$ cat src/rtl/data_run_list_decoder_assert.svh
// Assertion macros shared by the run-list decoder RTL.
`ifndef DATA_RUN_LIST_DECODER_ASSERT_SVH
`define DATA_RUN_LIST_DECODER_ASSERT_SVH

// same-cycle implication, disabled in reset
`define DRLD_ASSERT_NOW(label, ante, cons, msg) \
    label: assert property (@(posedge i_clk) disable iff (!i_rst_n) (ante) |-> (cons)) \
        else $error(msg);

// next-cycle implication, disabled in reset
`define DRLD_ASSERT_NEXT(label, ante, cons, msg) \
    label: assert property (@(posedge i_clk) disable iff (!i_rst_n) (ante) |=> (cons)) \
        else $error(msg);

`endif

$ cat src/rtl/drld_pkg.sv
// Shared types and constants for the run-list decoder.
package drld_pkg;

    localparam int unsigned MAX_FIELD_BYTES = 8;
    localparam int unsigned IDX_W           = 21;
    localparam int unsigned CB_W            = 22;
    localparam int unsigned WORD_W          = 64;
    localparam int unsigned CFG_IDX_W       = 2;

    localparam logic [IDX_W-1:0] CAP_DEFAULT = IDX_W'(1 << 20);
    localparam logic [IDX_W-1:0] IDX_MAX     = {IDX_W{1'b1}};

    localparam logic [3:0] MAX_FIELD = 4'(MAX_FIELD_BYTES);
    localparam logic [3:0] NIB_MASK  = 4'hF;

    localparam logic [2:0] ST_EXTENT    = 3'd0;
    localparam logic [2:0] ST_END       = 3'd1;
    localparam logic [2:0] ST_MALFORMED = 3'd2;
    localparam logic [2:0] ST_CAP       = 3'd3;
    localparam logic [2:0] ST_LIMIT     = 3'd4;

    localparam logic [CFG_IDX_W-1:0] CFG_CLUSTER_BYTES = 2'd0;
    localparam logic [CFG_IDX_W-1:0] CFG_ALLOC_LIMIT   = 2'd1;
    localparam logic [CFG_IDX_W-1:0] CFG_BYTE_CAP      = 2'd2;

    // sideband that travels with a result through the scaling stages
    typedef struct packed {
        logic       ext;
        logic       sparse;
        logic [2:0] status;
        logic       newlist;
    } t_tag;

    typedef struct packed {
        t_tag              tag;
        logic [WORD_W-1:0] len;
        logic [WORD_W-1:0] clus;
    } t_item;

endpackage

$ cat src/rtl/drld_scale.sv
// Two-stage 64x22 scaling: split partial products, then recombine mod 2^64.
module drld_scale (
    input  logic                         i_clk,
    input  logic                         i_en_mul,
    input  logic                         i_en_sum,
    input  logic [drld_pkg::WORD_W-1:0]  i_value,
    input  logic [drld_pkg::CB_W-1:0]    i_factor,
    output logic [drld_pkg::WORD_W-1:0]  o_product
);

    logic [53:0]                  r_lo;
    logic [31:0]                  r_hi;
    logic [drld_pkg::WORD_W-1:0]  r_prod;
    logic [53:0]                  n_lo;
    logic [31:0]                  n_hi;
    logic [drld_pkg::WORD_W-1:0]  n_prod;

    assign n_lo   = {22'd0, i_value[31:0]} * {32'd0, i_factor};
    assign n_hi   = i_value[63:32] * {10'd0, i_factor};
    assign n_prod = {10'd0, r_lo} + {r_hi, 32'd0};

    always_ff @(posedge i_clk) begin
        if (i_en_mul) begin
            r_lo <= n_lo;
            r_hi <= n_hi;
        end
        if (i_en_sum) begin
            r_prod <= n_prod;
        end
    end

    assign o_product = r_prod;

endmodule

$ cat config.mk
export PLATFORM = sky130hd
export DESIGN_NAME = drld_scale
export DESIGN_NICKNAME = d
export VERILOG_FILES = /design/src/rtl/data_run_list_decoder_assert.svh /design/src/rtl/drld_pkg.sv /design/src/rtl/drld_scale.sv
export SDC_FILE = /design/constraint.sdc
export NUM_CORES = 2
export LEC_CHECK = 0
export ABC_CLOCK_PERIOD_IN_PS = 7020
export BUFFER_PORTS_ARGS = -buffer_cell sky130_fd_sc_hd__buf_2
export CORE_AREA = 2 2 432 327
export CTS_BUF_LIST = sky130_fd_sc_hd__clkbuf_4 sky130_fd_sc_hd__clkbuf_8
export DETAILED_ROUTE_END_ITERATION = 16
export DIE_AREA = 0 0 434 329
export HOLD_SLACK_MARGIN = 0.06
export SLEW_MARGIN = 20
export SYNTH_ARGS = -nofsm -noshare
export SYNTH_HDL_FRONTEND = slang
export SYNTH_SLANG_ARGS = --single-unit
$ cat constraint.sdc
create_clock -name i_clk -period 7.02 [get_ports i_clk]
set_input_delay 0.702 -clock i_clk [delete_from_list [all_inputs] [get_ports i_clk]]
set_output_delay 0.702 -clock i_clk [all_outputs]
set_load 0.01 [all_outputs]
==> summary.txt <==
Fraction of registers with async set/reset: 0%
Rel. slew slack: 42.1%
FILL cells: 14200
Worst-Skew Late Latency: 0.56 ns
Row count: 119
RSZ-0062 raised after global routing: true
Area leader, netlist: fa_1
Ys flop type: edfxtp_1
Htree depth: 4
CTS tree: done
CP arrival: 7.37 ns
Post-synthesis sequential area ratio: 10.9%
F_max: 143 MHz
Max-Cap Viols: 0
Final #Nets: 6147
Core Box Area: 0.139 mm2
Final wirelength: 121 mm
Clock Path Buffers: 2
CP Cell Sequence: clkbuf_4 > buf_4 > and2_1 > fa_1 > inv_1 > fa_1 > fa_1 > inv_1 > fa_1 > fa_1 > fa_1 > fa_1 > ha_1 > a21o_1 > a21oi_1 > o21a_1 > nor2_1 > o221ai_4 > a21o_4 > o31ai_1 > or4_1 > a2111o_1 > o311ai_1
Largest cells by area after synthesis: fa_1 (47%), edfxtp_1 (11%), inv_1 (9.0%)
HPWL after DPL: 104 mm
DR iter-0 viols: 1888
Detailed-router iteration count before antenna repair: 6
Fin. max-slew vios: 0
PnR worst setup slack: 0.0285 ns
Worst-path cell with the longest stage delay: fa_1
Most common cell in the netlist: inv_1
Worst EP required: 7.40 ns
FF-to-FF setup slack: 3.05 ns
Place WS: -1.01 ns
Initial antenna violation count: 26
Die area: 0.143 mm2
GRT busiest layer: met2
Distinct cells, synth: 65
# placed instances: 6662
Synthesis-stage register bit count: 150
Vias/cell: 4.57
Die H: 329 um
Synth top area share: 47.0%
Final period util: 99.6%
M2 GR Usage: 26.0%
Synth-to-Final Area Change: 17.7%
Initial core utilization: 29.7%
Post-synthesis net count: 5734
CP startpoint kind: input port
Min-delay worst type: flop to flop
Grt ovf: 0
Worst Clk Skew: 0.0286 ns
Post-route cell area: 0.0486 mm2
Average size of a mapped cell: 9.40 um2
First-pass GRT wire length: 189 mm
Share of layout cells above drive strength 1: 14.8%
Warnings, synthesis: 0
Outcome: completed
Port Buffers: 152
Global-route usage over all layers: 17.2%
Post-Layout Cell Count: 6710
Critical path type: input port to flop
Cell count after synthesis: 4399
Met1 Usage GRT: 25.6%
Final setup viols: 0
CP peak stage delay: 0.55 ns
Vias in the first global route: 32700
Vias: 30600
DP Area: 0.0478 mm2
Residual DRC count: 0
Worst-Margin Slew: 0.868 ns
Antenna Nets Post-Route: 0
Routed wire per std cell: 18.0 um
Crit path top cell by count: fa_1
Routability cong.: 0.904
Final hold vios: 0
Worst-path maximum fanout: 12
Clock sink total: 150
Layout Utilization: 35.0%
Top post-synthesis cells by count: inv_1 (989), fa_1 (971), nand2_1 (837)
EDFF count, synth: 150
Period minus WS final: 6.99 ns
CTS buffer count: 17
Worst-path clk slew: 0.12 ns
Root Buffer: clkbuf_8
Die X: 434 um
Largest net degree at the start of global routing: 57
Met3 usage: 3.27%
Synthesized area: 0.0413 mm2
Worst Setup End Kind: flop
Ports: 153
per-stage QoR:
step	TNS (ns)	hold slack [ns]
6_report	0	0.414
5_1_grt	-0.465	0.431
4_1_cts	0	0.416
3_5_place_dp	-24.91	0.405
3_3_place_gp	-20.42	0.404
2_1_floorplan	-0.119	0.400
registers in the layout (all words and copies together), names as in the netlist:
register   count
r_hi          32
r_lo          54
o_product     64
layer usage:
metal / part of all wire (%) / wire length (um)
met5: 0.10 / 126
met4: 1.7 / 2050
met1: 47 / 56800
met2: 43 / 52300
met3: 7.9 / 9520
logic make-up (layout without fill, tap and decap cells):
logic type               after synthesis  count (layout)  synth area share [%]
AND/OR/NAND/NOR                     1360            1360                  15.2
adder cells (fa/ha/maj)             1246            1246                  55.4
buffers and inverters               1227            1652                  11.1
AO/OA/AOI/OAI                        276             276                  4.43
flip-flops                           150             150                  10.9
XOR/XNOR                             140             140                  2.97
other                                  0              11                     0
cell type report:
cell class | instances | area, um2 | area share [%]
inverter | 989 | 3710 | 7.63
clock inverter | 14 | 119 | 0.244
clock buffer | 17 | 234 | 0.481
antenna | 11 | 27.5 | 0.0566
timing repair buffer | 632 | 5130 | 10.5
sequential | 150 | 4500 | 9.26
tap | 1875 | 2350 | 4.82
multi-input combinational | 3022 | 32600 | 67.0
worst paths after layout:
check               from       endpoint  cells after the start
min             r_lo[30]  o_product[30]                      0
max          i_value[18]       r_lo[52]                     23
min reg2reg     r_lo[30]  o_product[30]                      0
max reg2reg     r_lo[33]  o_product[63]                     12
timing repair:
action	CTS	global route
setup buffers	0	2
setup endpoints to repair	17	24
gates cloned	0	4
pin swaps	2	13
hold buffers	0	0
resized for setup	12	72
critical path, delay by kind of cell:
kind / cells / cell delay, ns
compound gates: 8 / 1.60
simple gates: 3 / 0.72
buf+inv: 4 / 0.56
fa+ha+maj: 8 / 3.75
cells in the final DEF, fill, tap and decap left out, types with 14 or more instances in the layout:
| cell | instances |
|---|---|
| a21o_1 | 39 |
| a21oi_1 | 73 |
| and2_1 | 387 |
| buf_12 | 48 |
| buf_2 | 131 |
| buf_4 | 429 |
| clkbuf_8 | 17 |
| edfxtp_1 | 150 |
| fa_1 | 965 |
| ha_1 | 264 |
| inv_1 | 989 |
| nand2_1 | 836 |
| nor2_1 | 47 |
| o21a_1 | 17 |
| o21ai_0 | 37 |
| o21ai_1 | 14 |
| xnor2_1 | 105 |
| xor2_1 | 35 |
Power is left out: the tool's default activity adds up to more than one toggle a clock period on the data nets, which glitch-free logic cannot reach.
