**src/rtl/data_run_list_decoder_assert.svh**
```systemverilog
// Assertion macros shared by the run-list decoder RTL.
`ifndef DATA_RUN_LIST_DECODER_ASSERT_SVH
`define DATA_RUN_LIST_DECODER_ASSERT_SVH

// same-cycle implication, disabled in reset
`define DRLD_ASSERT_NOW(label, ante, cons, msg) \
    label: assert property (@(posedge i_clk) disable iff (!i_rst_n) (ante) |-> (cons)) \
        else $error(msg);

// next-cycle implication, disabled in reset
`define DRLD_ASSERT_NEXT(label, ante, cons, msg) \
    label: assert property (@(posedge i_clk) disable iff (!i_rst_n) (ante) |=> (cons)) \
        else $error(msg);

`endif

```
**src/rtl/drld_pkg.sv**
```systemverilog
// Shared types and constants for the run-list decoder.
package drld_pkg;

    localparam int unsigned MAX_FIELD_BYTES = 8;
    localparam int unsigned IDX_W           = 21;
    localparam int unsigned CB_W            = 22;
    localparam int unsigned WORD_W          = 64;
    localparam int unsigned CFG_IDX_W       = 2;

    localparam logic [IDX_W-1:0] CAP_DEFAULT = IDX_W'(1 << 20);
    localparam logic [IDX_W-1:0] IDX_MAX     = {IDX_W{1'b1}};

    localparam logic [3:0] MAX_FIELD = 4'(MAX_FIELD_BYTES);
    localparam logic [3:0] NIB_MASK  = 4'hF;

    localparam logic [2:0] ST_EXTENT    = 3'd0;
    localparam logic [2:0] ST_END       = 3'd1;
    localparam logic [2:0] ST_MALFORMED = 3'd2;
    localparam logic [2:0] ST_CAP       = 3'd3;
    localparam logic [2:0] ST_LIMIT     = 3'd4;

    localparam logic [CFG_IDX_W-1:0] CFG_CLUSTER_BYTES = 2'd0;
    localparam logic [CFG_IDX_W-1:0] CFG_ALLOC_LIMIT   = 2'd1;
    localparam logic [CFG_IDX_W-1:0] CFG_BYTE_CAP      = 2'd2;

    // sideband that travels with a result through the scaling stages
    typedef struct packed {
        logic       ext;
        logic       sparse;
        logic [2:0] status;
        logic       newlist;
    } t_tag;

    typedef struct packed {
        t_tag              tag;
        logic [WORD_W-1:0] len;
        logic [WORD_W-1:0] clus;
    } t_item;

endpackage

```
**src/rtl/drld_front.sv**
```systemverilog
// Byte parser: header/length/offset decode, cluster tracking, result slot.
module drld_front (
    input  logic                          i_clk,
    input  logic                          i_rst_n,
    input  logic                          i_beat,
    input  logic [7:0]                    i_run_byte,
    input  logic                          i_list_start,
    input  logic [drld_pkg::IDX_W-1:0]    i_byte_cap,
    input  logic                          i_take,
    output logic                          o_valid,
    output drld_pkg::t_item               o_item
);

    typedef enum logic [1:0] {
        PH_HEADER = 2'd0,
        PH_LENGTH = 2'd1,
        PH_OFFSET = 2'd2
    } t_phase;

    t_phase                       r_phase, e_phase, n_phase;
    logic [3:0]                   r_ls, e_ls, n_ls;
    logic [3:0]                   r_os, e_os, n_os;
    logic [3:0]                   r_fi, e_fi, n_fi;
    logic [63:0]                  r_len, e_len, n_len;
    logic [63:0]                  r_off, e_off, n_off;
    logic [63:0]                  r_cc, e_cc, n_cc;
    logic [drld_pkg::IDX_W-1:0]   r_idx, e_idx, n_idx;
    logic                         r_fin, e_fin, n_fin;
    logic                         r_newlist;
    logic                         r_valid;
    drld_pkg::t_item              r_item;

    logic                         emit;
    drld_pkg::t_item              n_item;
    logic [drld_pkg::IDX_W-1:0]   idx_inc;
    logic [drld_pkg::IDX_W-1:0]   cap;
    logic [3:0]                   fi_inc;
    logic [63:0]                  len_merge;
    logic [63:0]                  off_merge;
    logic [63:0]                  off_full;

    always_comb begin
        e_phase = i_list_start ? PH_HEADER : r_phase;
        e_ls    = i_list_start ? 4'd0 : r_ls;
        e_os    = i_list_start ? 4'd0 : r_os;
        e_fi    = i_list_start ? 4'd0 : r_fi;
        e_len   = i_list_start ? 64'd0 : r_len;
        e_off   = i_list_start ? 64'd0 : r_off;
        e_cc    = i_list_start ? 64'd0 : r_cc;
        e_idx   = i_list_start ? '0 : r_idx;
        e_fin   = i_list_start ? 1'b0 : r_fin;

        idx_inc = (e_idx == drld_pkg::IDX_MAX) ? e_idx : e_idx + 1'b1;
        cap     = (i_byte_cap == '0) ? drld_pkg::CAP_DEFAULT : i_byte_cap;
        fi_inc  = e_fi + 4'd1;

        for (int k = 0; k < 8; k++) begin
            if (e_fi[2:0] == 3'(k)) begin
                len_merge[8*k +: 8] = e_len[8*k +: 8] | i_run_byte;
                off_merge[8*k +: 8] = e_off[8*k +: 8] | i_run_byte;
                off_full[8*k +: 8]  = e_off[8*k +: 8] | i_run_byte;
            end else if (e_fi[2:0] > 3'(k)) begin
                len_merge[8*k +: 8] = e_len[8*k +: 8];
                off_merge[8*k +: 8] = e_off[8*k +: 8];
                off_full[8*k +: 8]  = e_off[8*k +: 8];
            end else begin
                len_merge[8*k +: 8] = e_len[8*k +: 8];
                off_merge[8*k +: 8] = e_off[8*k +: 8];
                off_full[8*k +: 8]  = {8{i_run_byte[7]}};
            end
        end

        n_phase = e_phase;
        n_ls    = e_ls;
        n_os    = e_os;
        n_fi    = e_fi;
        n_len   = e_len;
        n_off   = e_off;
        n_cc    = e_cc;
        n_idx   = e_idx;
        n_fin   = e_fin;

        emit           = 1'b0;
        n_item.tag     = '{ext: 1'b0, sparse: 1'b0, status: drld_pkg::ST_EXTENT,
                           newlist: r_newlist | i_list_start};
        n_item.len     = 64'd0;
        n_item.clus    = 64'd0;

        if (!e_fin) begin
            case (e_phase)
                PH_LENGTH: begin
                    n_idx = idx_inc;
                    n_len = len_merge;
                    if (fi_inc < e_ls) begin
                        n_fi = fi_inc;
                    end else begin
                        n_fi = 4'd0;
                        if (e_os == 4'd0) begin
                            emit              = 1'b1;
                            n_item.tag.ext    = 1'b1;
                            n_item.tag.sparse = 1'b1;
                            n_item.len        = len_merge;
                            n_phase           = PH_HEADER;
                        end else begin
                            n_phase = PH_OFFSET;
                        end
                    end
                end
                PH_OFFSET: begin
                    n_idx = idx_inc;
                    n_off = off_merge;
                    n_fi  = fi_inc;
                    if (fi_inc >= e_os) begin
                        n_off          = off_full;
                        n_cc           = e_cc + off_full;
                        n_fi           = 4'd0;
                        n_phase        = PH_HEADER;
                        emit           = 1'b1;
                        n_item.tag.ext = 1'b1;
                        n_item.len     = e_len;
                        n_item.clus    = e_cc + off_full;
                    end
                end
                default: begin
                    n_phase = PH_HEADER;
                    if (e_idx >= cap) begin
                        n_fin             = 1'b1;
                        emit              = 1'b1;
                        n_item.tag.status = drld_pkg::ST_CAP;
                    end else begin
                        n_idx = idx_inc;
                        if (i_run_byte == 8'd0) begin
                            n_fin             = 1'b1;
                            emit              = 1'b1;
                            n_item.tag.status = drld_pkg::ST_END;
                        end else begin
                            n_ls = i_run_byte[3:0] & drld_pkg::NIB_MASK;
                            n_os = i_run_byte[7:4] & drld_pkg::NIB_MASK;
                            if (n_ls == 4'd0 || n_ls > drld_pkg::MAX_FIELD ||
                                n_os > drld_pkg::MAX_FIELD) begin
                                n_fin             = 1'b1;
                                emit              = 1'b1;
                                n_item.tag.status = drld_pkg::ST_MALFORMED;
                            end else begin
                                n_fi    = 4'd0;
                                n_len   = 64'd0;
                                n_off   = 64'd0;
                                n_phase = PH_LENGTH;
                            end
                        end
                    end
                end
            endcase
        end
    end

    always_ff @(posedge i_clk) begin
        if (!i_rst_n) begin
            r_phase   <= PH_HEADER;
            r_ls      <= 4'd0;
            r_os      <= 4'd0;
            r_fi      <= 4'd0;
            r_len     <= 64'd0;
            r_off     <= 64'd0;
            r_cc      <= 64'd0;
            r_idx     <= '0;
            r_fin     <= 1'b0;
            r_newlist <= 1'b0;
            r_valid   <= 1'b0;
        end else begin
            if (i_beat) begin
                r_phase   <= n_phase;
                r_ls      <= n_ls;
                r_os      <= n_os;
                r_fi      <= n_fi;
                r_len     <= n_len;
                r_off     <= n_off;
                r_cc      <= n_cc;
                r_idx     <= n_idx;
                r_fin     <= n_fin;
                r_newlist <= emit ? 1'b0 : (r_newlist | i_list_start);
            end
            r_valid <= (r_valid && !i_take) || (i_beat && emit);
            if (i_beat && emit) begin
                r_item <= n_item;
            end
        end
    end

    assign o_valid = r_valid;
    assign o_item  = r_item;

endmodule

```
**config.mk**
```make
export PLATFORM = sky130hd
export DESIGN_NAME = drld_front
export DESIGN_NICKNAME = d
export VERILOG_FILES = /design/src/rtl/data_run_list_decoder_assert.svh /design/src/rtl/drld_pkg.sv /design/src/rtl/drld_front.sv
export SDC_FILE = /design/constraint.sdc
export NUM_CORES = 1
export LEC_CHECK = 0
export ABC_AREA = 1
export ABC_CLOCK_PERIOD_IN_PS = 12800
export BUFFER_PORTS_ARGS = -buffer_cell sky130_fd_sc_hd__buf_2
export CAP_MARGIN = 10
export CORE_MARGIN = 2
export CORE_UTILIZATION = 35
export CTS_BUF_LIST = sky130_fd_sc_hd__clkbuf_8
export DETAILED_ROUTE_END_ITERATION = 7
export SLEW_MARGIN = 20
export SYNTH_ARGS = -nofsm -noshare
export SYNTH_HDL_FRONTEND = slang
export SYNTH_SLANG_ARGS = --single-unit
```
**constraint.sdc**
```tcl
create_clock -name i_clk -period 12.8 [get_ports i_clk]
set_input_delay 1.92 -clock i_clk [delete_from_list [all_inputs] [get_ports i_clk]]
set_output_delay 1.92 -clock i_clk [all_outputs]
set_load 0.05 [all_outputs]
```
==> flow_summary_export.csv <==
group,metric,value,unit
sta,final.min_clock_period,6.79,ns
logic_synthesis,synth_area_per_cell,6.52,um^2
logic_synthesis,synth_top_area_cell,"dfxtp_1",
sta,layout_setup_ws,6.01,ns
floorplanning,dieArea,0.0787,mm^2
clocking,clock_latency,0.71,ns
cells_and_area,syn_to_final_growth,10.1,%
detailed_routing,ant_nets,0,
logic_synthesis,yosysSeqAreaShare,32.1,%
logic_synthesis,synth-async-reset-ratio,0,%
cells_and_area,final_common_cell,"nand2_1",
global_route,grt_pass1_wl,150,mm
global_route,grt_pass1_vias,25500,
sta,skew,0.0375,ns
setup_path,reg2reg_setup_slack,7.80,ns
setup_path,r2r-start,"r_fi[0]",
logic_synthesis,synthDistinctLibCells,60,
clocking,cts_root_buffer,"clkbuf_8",
setup_path,cp-end-kind,"flop",
setup_path,crit_path_start,"i_list_start",
detailed_routing,drc_errors,0,
sta,max_freq,147,MHz
detailed_routing,vias_per_cell,5.47,
clocking,cts_inserted_buffers,68,
clocking,clk_pin_slew_worst_paths,0.06,ns
cells_and_area,seqCellArea,0.00860,mm^2
setup_path,cp_max_fo,93,
global_route,grt_max_degree,129,
job,cap_violations,0,
logic_synthesis,synth_edf_count,133,
logic_synthesis,synthTopCellsByArea,"dfxtp_1 17%, edfxtp_1 15%, nand2_1 12%, inv_1 8.2%, a21oi_1 7.0%",
global_route,grtUsageTotal,24.5,%
floorplanning,die_h,280,um
logic_synthesis,synth_top_area_share,17.2,%
sta,tightest_slew,1.02,ns
detailed_routing,drtPass1Iterations,6,
floorplanning,io_pins,169,
power_and_ir_drop,p_per_area,104,mW/mm^2
floorplanning,die_w,280,um
setup_path,reg2regPathDepth,18,
logic_synthesis,synth_area,0.0268,mm^2
global_route,antenna_found_initial,3,
placement,dp_hpwl,68.5,mm
power_and_ir_drop,leakage,12.9,nW
clocking,cts_resized,0,
setup_path,cp.arrival,7.11,ns
sta,slew_headroom,32.1,%
power_and_ir_drop,power,3.05,mW
global_route,overflow,0,
setup_path,required,13.12,ns
logic_synthesis,syn_inst,4105,
floorplanning,core,0.0758,mm^2
cells_and_area,final_cell_mix,"839 x nand2_1, 606 x inv_1, 443 x nor2_1, 376 x a21oi_1, 350 x o21ai_0",
placement,dp.cells,5053,
cells_and_area,fill_cells,8172,
cells_and_area,layout.cells.non_filler,5184,
hold_path,hold_depth,2,
logic_synthesis,syn-num-nets,4237,
cells_and_area,nNetsFinal,4278,
cells_and_area,multi_input_area,0.0149,mm^2
cells_and_area,drive_gt1_share,9.45,%
detailed_routing,routedWlPerCell,19.1,um
clocking,clkSinkCount,363,
logic_synthesis,yosysWarnings,0,
clocking,ctsHoldBuffers,0,
detailed_routing,drt_iter0_drc,3259,
sta,fin_crit_sh,53.0,%
setup_path,critPathKind,"input pin to flop",
sta,hold_viol,0,
logic_synthesis,synth-seq-cells,363,
outcome,status,"complete, no violations",
logic_synthesis,ys.flop_type,"dfxtp_1",
clocking,cts_setup_buffers,0,
clocking,cts_max_path_buffers,3,
floorplanning,fp-row-count,101,
sta,grt_setup_unrepaired,"false",
clocking,cts_tree,"yes",
power_and_ir_drop,peakVddDrop,59.4,uV
hold_path,hold_path_class,"flop to flop",
hold_path,hold_start,"r_ls[3]",
sta,hold-worst-slack,0.467,ns
detailed_routing,vias,28300,
placement,port_buffers,167,
cells_and_area,final_util,38.8,%
sta,slew_violations,0,
placement,dp_slack,5.36,ns
clocking,htree_levels,3,
cells_and_area,fin_area,0.0294,mm^2
floorplanning,start_util,35.3,%
setup_path,critPathLaunchType,"input pin",
placement,dpl_cell_area,0.0281,mm^2
sta,setup_viol,0,
detailed_routing,routed_wl,99.3,mm
sta,setup_tns,0,ns
placement,gp_congestion,0.999,
==> report_power, final <==
part           switching, mW  internal (mW)
Clock                  0.560          0.599
Sequential            0.0204           1.24
Combinational          0.487          0.149
==> worst max-delay path, cell delays in order <==
cell and delay (ns):
buf_4 0.22, inv_8 0.45, buf_4 0.86, nand2_1 0.24
ha_1 0.38, inv_1 0.04, o21bai_1 0.13, nand3_1 0.08
and2_4 0.15, nand2_4 0.13, nand2_2 0.26, buf_4 0.36
o21ai_0 0.14, inv_1 0.08, o21ai_1 0.12, nand2_1 0.13
nor2_4 0.45, buf_4 0.72
==> worst paths after layout <==
kind,end
min,r_ls[3]
min reg2reg,r_ls[3]
max reg2reg,r_off[39]
max,o_item[124]
==> synthesized netlist by cell type (3+ instances only) <==
cell type	n
o22ai_1	45
nand3_1	229
o21ai_0	350
nand3_2	3
nor4_1	7
nor2_2	13
o21a_1	4
nor3_1	26
a21o_1	4
nand4_1	77
buf_1	24
a32oi_1	12
nand3b_1	8
ha_1	97
dfxtp_1	230
nor2_4	13
buf_2	67
xor2_1	29
nand2_2	14
o211ai_1	24
a32oi_2	3
inv_1	584
edfxtp_1	133
buf_4	8
a22oi_1	81
o21ai_1	61
inv_2	22
or2_2	7
nand2_4	4
o221ai_1	9
a21oi_1	376
o21bai_1	24
o31ai_1	7
nand2_1	840
xnor2_1	3
nor2_1	444
a31oi_1	66
buf_6	7
clkbuf_1	122
==> metal layers <==
layer,vias to the layer above,routed length (um),GRT usage [%]
met5,-,12,0
met4,2,3120,8.21
met3,190,9180,4.28
met2,1339,42300,36.2
met1,13000,44600,35.7
li1,13800,-,-
==> logic make-up after synthesis <==
family	synth area share, %
buf+inv	12.4
fa+ha+maj	4.61
flops	32.1
xor+xnor	1.05
compound gates	22.6
other cells	0.0140
simple gates	27.2
==> registers in the layout (all words and copies together), names as in the netlist <==
register,flops
r_ls,4
r_os,4
o_valid,1
r_fin,1
o_item,133
r_newlist,1
r_idx,21
r_phase,2
r_off,64
r_cc,64
r_len,64
r_fi,4
==> final cells by class <==
class	count	share of cell area (%)
flip-flops and latches	363	29.2
clock buffers	77	3.60
well taps	978	4.16
clock inverters	49	0.969
inverters	610	7.82
multi-input cells	2903	50.5
diodes	4	0.0340
repair buffers	200	3.75
Power figures use the tool's default switching activity.
